$ cat src/design/stk_pkg.sv
// ----------------------------------------------------------------------------
// Streaming top-k selector package
// Shared widths, register map, entry and control types, and FSM states.
// ----------------------------------------------------------------------------
`default_nettype none

package stk_pkg;

  localparam int SCORE_W      = 32;
  localparam int IDX_W        = 12;
  localparam int KEEP_W       = 5;
  localparam int MAX_KEEP_DEF = 20;
  localparam int MAX_CAND_DEF = 4096;

  localparam logic [KEEP_W-1:0] KEEP_RESET = KEEP_W'(20);

  // Configuration port: one 32-bit register per word.
  localparam int CFG_AW = 3;
  localparam int CFG_DW = 32;

  localparam logic [CFG_AW-3:0] REG_KEEP_COUNT = '0;

  typedef struct packed {
    logic [IDX_W-1:0]          idx;
    logic signed [SCORE_W-1:0] score;
  } stk_entry_t;

  typedef struct packed {
    logic load;
    logic pop;
  } stk_cell_ctrl_t;

  typedef enum logic {
    ST_COLLECT,
    ST_EMIT
  } stk_state_t;

endpackage

`default_nettype wire

$ cat src/design/stk_ifaces.sv
// ----------------------------------------------------------------------------
// Streaming top-k selector channels
// Valid/ready channels for candidate scores and ranked results.
// ----------------------------------------------------------------------------
`default_nettype none

interface stk_in_if;
  logic                               valid;
  logic                               ready;
  logic signed [stk_pkg::SCORE_W-1:0] score;
  logic                               final_item;

  modport source (output valid, output score, output final_item, input ready);
  modport sink   (input valid, input score, input final_item, output ready);
endinterface

interface stk_out_if;
  logic                               valid;
  logic                               ready;
  logic [stk_pkg::IDX_W-1:0]          candidate_index;
  logic signed [stk_pkg::SCORE_W-1:0] ranked_score;
  logic                               last_result;

  modport source (output valid, output candidate_index, output ranked_score,
                  output last_result, input ready);
  modport sink   (input valid, input candidate_index, input ranked_score,
                  input last_result, output ready);
endinterface

`default_nettype wire

$ cat src/design/stk_cfg_regs.sv
// ----------------------------------------------------------------------------
// Streaming top-k selector configuration registers
// APB-style register file holding the keep count.
// ----------------------------------------------------------------------------
`default_nettype none

module stk_cfg_regs (
  input  wire logic                       clk,
  input  wire logic                       rst_n,
  input  wire logic                       psel,
  input  wire logic                       penable,
  input  wire logic                       pwrite,
  input  wire logic [stk_pkg::CFG_AW-1:0] paddr,
  input  wire logic [stk_pkg::CFG_DW-1:0] pwdata,
  output logic      [stk_pkg::CFG_DW-1:0] prdata,
  output logic                            pready,
  output logic      [stk_pkg::KEEP_W-1:0] keep_count
);
  import stk_pkg::*;

  logic [KEEP_W-1:0] keep_r;
  logic [KEEP_W-1:0] keep_nxt;
  logic              wr_en;

  assign pready     = 1'b1;
  assign wr_en      = psel && penable && pwrite;
  assign keep_count = keep_r;

  always_comb begin
    keep_nxt = keep_r;
    prdata   = '0;
    unique case (paddr[CFG_AW-1:2])
      REG_KEEP_COUNT: begin
        prdata = CFG_DW'(keep_r);
        if (wr_en) begin
          keep_nxt = pwdata[KEEP_W-1:0];
        end
      end
      default: begin
        prdata = '0;
      end
    endcase
  end

  always_ff @(posedge clk) begin
    if (!rst_n) begin
      keep_r <= KEEP_RESET;
    end else begin
      keep_r <= keep_nxt;
    end
  end

endmodule

`default_nettype wire

$ cat src/design/stk_cell.sv
// ----------------------------------------------------------------------------
// Streaming top-k selector rank cell
// Holds one ranked entry; inserts, shifts down on insertion, shifts up on pop.
// ----------------------------------------------------------------------------
`default_nettype none

module stk_cell (
  input  wire logic                    clk,
  input  wire stk_pkg::stk_cell_ctrl_t ctrl,
  input  wire stk_pkg::stk_entry_t     new_entry,
  input  wire logic                    occ,
  input  wire logic                    prev_ge,
  input  wire stk_pkg::stk_entry_t     prev_entry,
  input  wire stk_pkg::stk_entry_t     next_entry,
  output stk_pkg::stk_entry_t          entry,
  output logic                         ge
);
  import stk_pkg::*;

  stk_entry_t entry_r;
  stk_entry_t entry_nxt;

  // An occupied entry at least as large as the new score stays ahead of it.
  assign ge    = occ && (entry_r.score >= new_entry.score);
  assign entry = entry_r;

  always_comb begin
    entry_nxt = entry_r;
    if (ctrl.pop) begin
      entry_nxt = next_entry;
    end else if (ctrl.load && !ge) begin
      entry_nxt = prev_ge ? new_entry : prev_entry;
    end
  end

  always_ff @(posedge clk) begin
    entry_r <= entry_nxt;
  end

endmodule

`default_nettype wire

$ cat src/design/streaming_top_k_selector.sv
// ----------------------------------------------------------------------------
// Streaming top-k selector
// Keeps the best keep_count scores of a stream in a chain of rank cells and
// reports them in rank order after the item marked final.
//
//   Channel   Dir  Handshake        Carries
//   in_ch     in   valid/ready      score, final_item
//   out_ch    out  valid/ready      candidate_index, ranked_score, last_result
//   APB       in   psel/penable     keep_count register at byte address 0
//
// While collecting, one score is taken every cycle; every cell compares it
// against its own entry in the same cycle.
// After the final item, results leave one per cycle, unless out_ch stalls,
// from the head cell while the chain shifts up; no scores are taken until the
// last result is taken. A stalled out_ch holds the result; reset clears the
// fill count, position and state, not the cell contents.
// ----------------------------------------------------------------------------
`default_nettype none

module streaming_top_k_selector #(
  parameter int MAX_KEEP       = stk_pkg::MAX_KEEP_DEF,
  parameter int MAX_CANDIDATES = stk_pkg::MAX_CAND_DEF
) (
  input  wire logic                       clk,
  input  wire logic                       rst_n,
  stk_in_if.sink                          in_ch,
  stk_out_if.source                       out_ch,
  input  wire logic                       psel,
  input  wire logic                       penable,
  input  wire logic                       pwrite,
  input  wire logic [stk_pkg::CFG_AW-1:0] paddr,
  input  wire logic [stk_pkg::CFG_DW-1:0] pwdata,
  output logic      [stk_pkg::CFG_DW-1:0] prdata,
  output logic                            pready
);
  import stk_pkg::*;

  localparam int KW = $clog2(MAX_KEEP + 1);
  localparam int PW = $clog2(MAX_CANDIDATES + 1);

  stk_state_t        state_r, state_nxt;
  logic [KW-1:0]     filled_r, filled_nxt;
  logic [PW-1:0]     pos_r, pos_nxt;
  logic [KEEP_W-1:0] keep_count;
  logic [KW-1:0]     keff;
  logic [KW-1:0]     fill_eff;
  logic [KW-1:0]     fill_after;
  logic              in_accept;
  logic              out_accept;
  logic              rank_ok;
  stk_cell_ctrl_t    ctrl;
  stk_entry_t        new_entry;
  stk_entry_t        ent [MAX_KEEP];
  logic              ge  [MAX_KEEP];
  logic              occ [MAX_KEEP];

  stk_cfg_regs u_cfg (
    .clk       (clk),
    .rst_n     (rst_n),
    .psel      (psel),
    .penable   (penable),
    .pwrite    (pwrite),
    .paddr     (paddr),
    .pwdata    (pwdata),
    .prdata    (prdata),
    .pready    (pready),
    .keep_count(keep_count)
  );

  // Keep count clamped to 1..MAX_KEEP.
  always_comb begin
    if (keep_count == '0) begin
      keff = KW'(1);
    end else if (int'(keep_count) > MAX_KEEP) begin
      keff = KW'(MAX_KEEP);
    end else begin
      keff = KW'(keep_count);
    end
  end

  // Entries ranked beyond a lowered keep count are dropped.
  assign fill_eff   = (filled_r > keff) ? keff : filled_r;
  assign rank_ok    = pos_r < PW'(MAX_CANDIDATES);
  assign in_accept  = in_ch.valid && in_ch.ready;
  assign out_accept = out_ch.valid && out_ch.ready;

  always_comb begin
    fill_after = fill_eff;
    if (ctrl.load && (fill_eff < keff)) begin
      fill_after = fill_eff + KW'(1);
    end
  end

  assign new_entry.idx   = IDX_W'(pos_r);
  assign new_entry.score = in_ch.score;

  // Next state.
  always_comb begin
    state_nxt = state_r;
    unique case (state_r)
      ST_COLLECT: begin
        if (in_accept && in_ch.final_item && (fill_after != '0)) begin
          state_nxt = ST_EMIT;
        end
      end
      ST_EMIT: begin
        if (out_accept && (filled_r == KW'(1))) begin
          state_nxt = ST_COLLECT;
        end
      end
      default: state_nxt = ST_COLLECT;
    endcase
  end

  // FSM outputs.
  always_comb begin
    in_ch.ready  = 1'b0;
    out_ch.valid = 1'b0;
    unique case (state_r)
      ST_COLLECT: in_ch.ready  = 1'b1;
      ST_EMIT:    out_ch.valid = 1'b1;
      default: begin
        in_ch.ready  = 1'b0;
        out_ch.valid = 1'b0;
      end
    endcase
  end

  assign ctrl.load = in_accept && rank_ok;
  assign ctrl.pop  = out_accept;

  // During emission the fill count doubles as the count of results left.
  // Past the candidate limit the fill count is left alone until the final request.
  always_comb begin
    filled_nxt = filled_r;
    pos_nxt    = pos_r;
    if (in_accept) begin
      if (rank_ok || in_ch.final_item) begin
        filled_nxt = fill_after;
      end
      if (in_ch.final_item) begin
        pos_nxt = '0;
      end else if (rank_ok) begin
        pos_nxt = pos_r + PW'(1);
      end
    end else if (out_accept) begin
      filled_nxt = filled_r - KW'(1);
    end
  end

  always_ff @(posedge clk) begin
    if (!rst_n) begin
      state_r  <= ST_COLLECT;
      filled_r <= '0;
      pos_r    <= '0;
    end else begin
      state_r  <= state_nxt;
      filled_r <= filled_nxt;
      pos_r    <= pos_nxt;
    end
  end

  for (genvar i = 0; i < MAX_KEEP; i++) begin : g_cell
    assign occ[i] = fill_eff > KW'(i);
    if (i == 0) begin : g_head
      stk_cell u_cell (
        .clk       (clk),
        .ctrl      (ctrl),
        .new_entry (new_entry),
        .occ       (occ[i]),
        .prev_ge   (1'b1),
        .prev_entry(new_entry),
        .next_entry((MAX_KEEP > 1) ? ent[(MAX_KEEP > 1) ? 1 : 0] : ent[0]),
        .entry     (ent[i]),
        .ge        (ge[i])
      );
    end else if (i == MAX_KEEP - 1) begin : g_tail
      stk_cell u_cell (
        .clk       (clk),
        .ctrl      (ctrl),
        .new_entry (new_entry),
        .occ       (occ[i]),
        .prev_ge   (ge[i-1]),
        .prev_entry(ent[i-1]),
        .next_entry(ent[i]),
        .entry     (ent[i]),
        .ge        (ge[i])
      );
    end else begin : g_mid
      stk_cell u_cell (
        .clk       (clk),
        .ctrl      (ctrl),
        .new_entry (new_entry),
        .occ       (occ[i]),
        .prev_ge   (ge[i-1]),
        .prev_entry(ent[i-1]),
        .next_entry(ent[i+1]),
        .entry     (ent[i]),
        .ge        (ge[i])
      );
    end
  end

  assign out_ch.candidate_index = ent[0].idx;
  assign out_ch.ranked_score    = ent[0].score;
  assign out_ch.last_result     = filled_r == KW'(1);

`ifndef SYNTHESIS
  a_emit_nonempty: assert property (@(posedge clk) disable iff (!rst_n)
    state_r == ST_EMIT |-> filled_r != '0)
    else $error("emitting with no results left");

  a_fill_bound: assert property (@(posedge clk) disable iff (!rst_n)
    filled_r <= KW'(MAX_KEEP))
    else $error("fill count beyond cell count");

  a_final_starts_emit: assert property (@(posedge clk) disable iff (!rst_n)
    in_accept && in_ch.final_item && fill_after != '0 |=> out_ch.valid)
    else $error("final request did not start result output");

  a_last_clears: assert property (@(posedge clk) disable iff (!rst_n)
    out_accept && out_ch.last_result |=> in_ch.ready && pos_r == '0 && filled_r == '0)
    else $error("stream not cleared after last result");
`endif

endmodule

`default_nettype wire

$ cat src/flat_wrapper.sv
// flat-port wrapper written by rule: the top's interface ports become plain ports
module streaming_top_k_selector_flat import stk_pkg::*;
#(
  parameter int MAX_KEEP       = stk_pkg::MAX_KEEP_DEF,
  parameter int MAX_CANDIDATES = stk_pkg::MAX_CAND_DEF
)
  (clk, rst_n, psel, penable, pwrite, paddr, pwdata, prdata, pready, in_ch_valid, in_ch_score, in_ch_final_item, in_ch_ready, out_ch_valid, out_ch_candidate_index, out_ch_ranked_score, out_ch_last_result, out_ch_ready);
  stk_in_if in_ch_i ();
  stk_out_if out_ch_i ();
  input  wire logic clk;
  input  wire logic rst_n;
  input  wire logic psel;
  input  wire logic penable;
  input  wire logic pwrite;
  input  wire logic [stk_pkg::CFG_AW-1:0] paddr;
  input  wire logic [stk_pkg::CFG_DW-1:0] pwdata;
  output logic      [stk_pkg::CFG_DW-1:0] prdata;
  output logic pready;
  input wire logic [$bits(in_ch_i.valid)-1:0] in_ch_valid;
  input wire logic [$bits(in_ch_i.score)-1:0] in_ch_score;
  input wire logic [$bits(in_ch_i.final_item)-1:0] in_ch_final_item;
  output wire logic [$bits(in_ch_i.ready)-1:0] in_ch_ready;
  output wire logic [$bits(out_ch_i.valid)-1:0] out_ch_valid;
  output wire logic [$bits(out_ch_i.candidate_index)-1:0] out_ch_candidate_index;
  output wire logic [$bits(out_ch_i.ranked_score)-1:0] out_ch_ranked_score;
  output wire logic [$bits(out_ch_i.last_result)-1:0] out_ch_last_result;
  input wire logic [$bits(out_ch_i.ready)-1:0] out_ch_ready;
  assign in_ch_i.valid = in_ch_valid;
  assign in_ch_i.score = in_ch_score;
  assign in_ch_i.final_item = in_ch_final_item;
  assign in_ch_ready = in_ch_i.ready;
  assign out_ch_valid = out_ch_i.valid;
  assign out_ch_candidate_index = out_ch_i.candidate_index;
  assign out_ch_ranked_score = out_ch_i.ranked_score;
  assign out_ch_last_result = out_ch_i.last_result;
  assign out_ch_i.ready = out_ch_ready;
  streaming_top_k_selector #(.MAX_KEEP(MAX_KEEP), .MAX_CANDIDATES(MAX_CANDIDATES)) u_core (.clk(clk), .rst_n(rst_n), .in_ch(in_ch_i), .out_ch(out_ch_i), .psel(psel), .penable(penable), .pwrite(pwrite), .paddr(paddr), .pwdata(pwdata), .prdata(prdata), .pready(pready));
endmodule
$ cat config.mk
export PLATFORM = sky130hd
export DESIGN_NAME = streaming_top_k_selector_flat
export DESIGN_NICKNAME = d
export VERILOG_FILES = /design/src/design/stk_pkg.sv /design/src/design/stk_ifaces.sv /design/src/design/stk_cfg_regs.sv /design/src/design/stk_cell.sv /design/src/design/streaming_top_k_selector.sv /design/src/flat_wrapper.sv
export SDC_FILE = /design/constraint.sdc
export NUM_CORES = 2
export LEC_CHECK = 0
export ABC_AREA = 1
export BUFFER_PORTS_ARGS = -buffer_cell sky130_fd_sc_hd__buf_4
export CAP_MARGIN = 15
export CELL_PAD_IN_SITES_DETAIL_PLACEMENT = 0
export CELL_PAD_IN_SITES_GLOBAL_PLACEMENT = 2
export CORE_MARGIN = 2
export CORE_UTILIZATION = 39
export CTS_BUF_LIST = sky130_fd_sc_hd__clkbuf_8
export DETAILED_ROUTE_END_ITERATION = 8
export GPL_TIMING_DRIVEN = 0
export MAX_ROUTING_LAYER = met4
export PLACE_DENSITY = 0.8
export REMOVE_ABC_BUFFERS = 1
export SLEW_MARGIN = 10
export SYNTH_ARGS = -nofsm -noshare
export SYNTH_HDL_FRONTEND = slang
export SYNTH_SLANG_ARGS = --single-unit
$ cat constraint.sdc
create_clock -name clk -period 8.91 [get_ports clk]
set_input_delay 2.673 -clock clk [delete_from_list [all_inputs] [get_ports clk]]
set_output_delay 2.673 -clock clk [all_outputs]
set_load 0.03 [all_outputs]
==> results.sh <==
export IMPL_core_area_um2=169000
export IMPL_dpl_hpwl_mm=185
export IMPL_fp_dieH_um=416
export IMPL_grtUsageMet2_pct=46.9
export IMPL_routed_via_density=5.52
export IMPL_relSlewSlack_pct=17.2
export IMPL_clock_sinks=904
export IMPL_drive_gt1_share_pct=6.42
export IMPL_antenna_found_initial=15
export IMPL_syn2layout_area_growth_pct=11.1
export IMPL_ios=155
export IMPL_drv_cap=0
export IMPL_tns_ns=0
export IMPL_slew_violations=0
export IMPL_cts_path_max_buffers=3
export IMPL_cts_resized=0
export IMPL_multi_input_area_um2=33500
export IMPL_drc=0
export IMPL_yosysWarningCount=0
export IMPL_ys_ff_latch=904
export IMPL_power_density_nw_per_um2=387
export IMPL_grtUsageMet3_pct=5.42
export IMPL_hold_buffers=0
export IMPL_ir_worst_vdd_uv=193
export IMPL_synthTopCellsByArea="edfxtp_1 40%, nand2_1 17%, nand3_1 13%"
export IMPL_cts_setup_buffers=0
export IMPL_critical_path_class="in -> reg"
export IMPL_power_total_mw=28.4
export IMPL_clock_latency_ns=0.92
export IMPL_fin_ws_ns=1.35
export IMPL_nFillCells=17599
export IMPL_final_cells=10994
export IMPL_ant_nets=0
export IMPL_cts_inserted_buffers=181
export IMPL_root_buffer="clkbuf_8"
export IMPL_avgSynthCellArea_um2=7.56
export IMPL_synth_cell_types=44
export IMPL_netlist_area_um2=66100
export IMPL_worstMarginPinSlew_ns=1.24
export IMPL_via_count=60646
export IMPL_power_leakage_nw=35.7
export IMPL_status="finished, final reports clean"
export IMPL_grt_pass1_vias=58886
export IMPL_placed_cells=10649
export IMPL_h_tree_depth=4
export IMPL_endpoint_kind="flip-flop"
export IMPL_pre_cts_slack_ns=0.507
export IMPL_routed_wl_mm=257
export IMPL_gp_congestion=0.868
export IMPL_seq_area_frac_synth_pct=40.7
export IMPL_floorplan_rows=151
export IMPL_tritoncts="built"
export IMPL_grt_pass1_wl_mm=382
export IMPL_grt_use_met1_pct=38.7
export IMPL_synthCells=8742
export IMPL_nets=9347
export IMPL_cp_max_fo=45
export IMPL_fmax_mhz=132
export IMPL_yosysTopAreaCell="edfxtp_1"
export IMPL_grt_util_all_layers_pct=29.9
export IMPL_clock_skew_ns=0.0307
export IMPL_cp_required_ns=9.44
export IMPL_post_drt_wl_per_cell_um=23.4
export IMPL_drt_iter0_drc=5676
export IMPL_io_buffer_count=97
export IMPL_rsz0062_at_grt="false"
export IMPL_path_clk_slew_ns=0.06
export IMPL_regArea_um2=26900
export IMPL_first_pass_iters=6
export IMPL_die_area_um2=173000
export IMPL_synth_top_cell_area_share_pct=40.0
export IMPL_grt_max_degree=136
export IMPL_die_x_um=416
export IMPL_gr_total_overflow=0
export IMPL_timing_final_crit_share_pct=84.9
export IMPL_busiest_layer="met2"
export IMPL_setup_viol_count_final=0
export IMPL_cp_start_kind="primary input"
export IMPL_start_util_pct=39.1
export IMPL_hold_violations=0
export IMPL_hold_path_class="reg -> reg"
export IMPL_cp_data_arrival_time_ns=8.09
export IMPL_period_minus_slack_ns=7.56
[cell type report]
class,count,area share (%)
clock buffers,195,3.65
flip-flops and latches,904,36.6
clock inverters,133,0.891
diodes,16,0.0545
repair buffers,205,4.41
inverters,969,5.02
multi-input cells,6354,45.6
well taps,2218,3.78
[where the power goes]
group / leakage, nW / internal, mW / switching, mW
logic: 25.1 / 4.68 / 9.50
registers: 8.69 / 7.99 / 2.10
clock network: 1.92 / 2.09 / 2.07
[metal layers]
metal,up-vias,routed length (um)
met5,-,0
met4,0,9230
met3,469,16700
met2,1906,118000
met1,29421,113000
li1,28850,-
[synthesized netlist by cell type (all sizes together)]
cell,number
edfxtp,880
clkinv,38
inv,931
nand2,3059
a31oi,9
nor4,22
ha,657
o21a,24
nand4,68
o211ai,24
conb,2
clkbuf,299
o21bai,7
a21boi,3
and3b,1
xor2,6
nor3b,3
or2,3
and3,2
a21oi,349
buf,242
nor3,27
nand3,1724
dfxtp,24
a211oi,3
a21o,8
o21ai,153
o311ai,1
nand3b,24
nor2,149
[final timing paths]
check | cells past startpoint | end | slack, ns | start
setup / recovery | 15 | u_core.g_cell[17].g_mid.u_cell.entry[11]$_DFFE_PP_ | 1.35 | in_ch_score[30]
hold / removal | 2 | u_core.filled_r[4]$_SDFFE_PN0P_ | 0.51 | u_core.filled_r[4]$_SDFFE_PN0P_
setup reg to reg | 19 | u_core.g_cell[5].g_mid.u_cell.entry[18]$_DFFE_PP_ | 2.54 | u_core.u_cfg.keep_count[0]$_SDFFE_PN0P_
hold reg to reg | 2 | u_core.filled_r[4]$_SDFFE_PN0P_ | 0.51 | u_core.filled_r[4]$_SDFFE_PN0P_
[critical path, stage by stage]
cell      delay [ns]
buf_4           0.12
clkinv_2        0.46
buf_12          0.37
ha_1            0.31
nand2_1         0.05
nor2_1          0.15
nand3_1         0.14
nor4_1          0.58
nand2_1         0.24
nand3b_1        0.16
nand3_2         0.63
buf_16          0.44
nand2_2         0.82
nand2_1         0.22
nand2_4         0.62
[cell usage in the layout, fill, tap and decap left out, types with 58 or more instances in the layout]
cell / count
edfxtp_1: 880
clkinv_2: 58
a21oi_1: 346
nand2_1: 3010
nor2_1: 144
nand3_1: 1705
nand4_1: 68
ha_1: 657
buf_4: 97
inv_1: 979
buf_12: 61
o21ai_0: 146
clkbuf_8: 195
[sequential cells by signal, indices dropped and copies added, names as in the netlist]
register and cells:
u_core.g_cell.g_tail.u_cell.entry 44, u_core.state_r 1, u_core.g_cell.g_mid.u_cell.entry 792, u_core.pos_r 13, u_core.g_cell.g_head.u_cell.entry 44, u_core.u_cfg.keep_count 5
u_core.filled_r 5
[through the flow]
step / area [um^2] / hold slack [ns] / utilization (%)
after global placement: 67200 / 0.496 / 39.8
after global routing: 73500 / 0.546 / 43.5
after detailed placement: 70100 / 0.503 / 41.5
after CTS: 73400 / 0.512 / 43.5
final: 73500 / 0.511 / 43.5
after floorplan: 63700 / 0.437 / -
[logic make-up after synthesis]
logic type | share of synthesized area (%)
xor+xnor | 0.0795
other cells | 0.0114
simple gates | 32.8
buf+inv | 9.24
fa+ha+maj | 12.4
flops | 40.7
compound gates | 4.76
No activity file was read; power rests on OpenSTA's default activity.
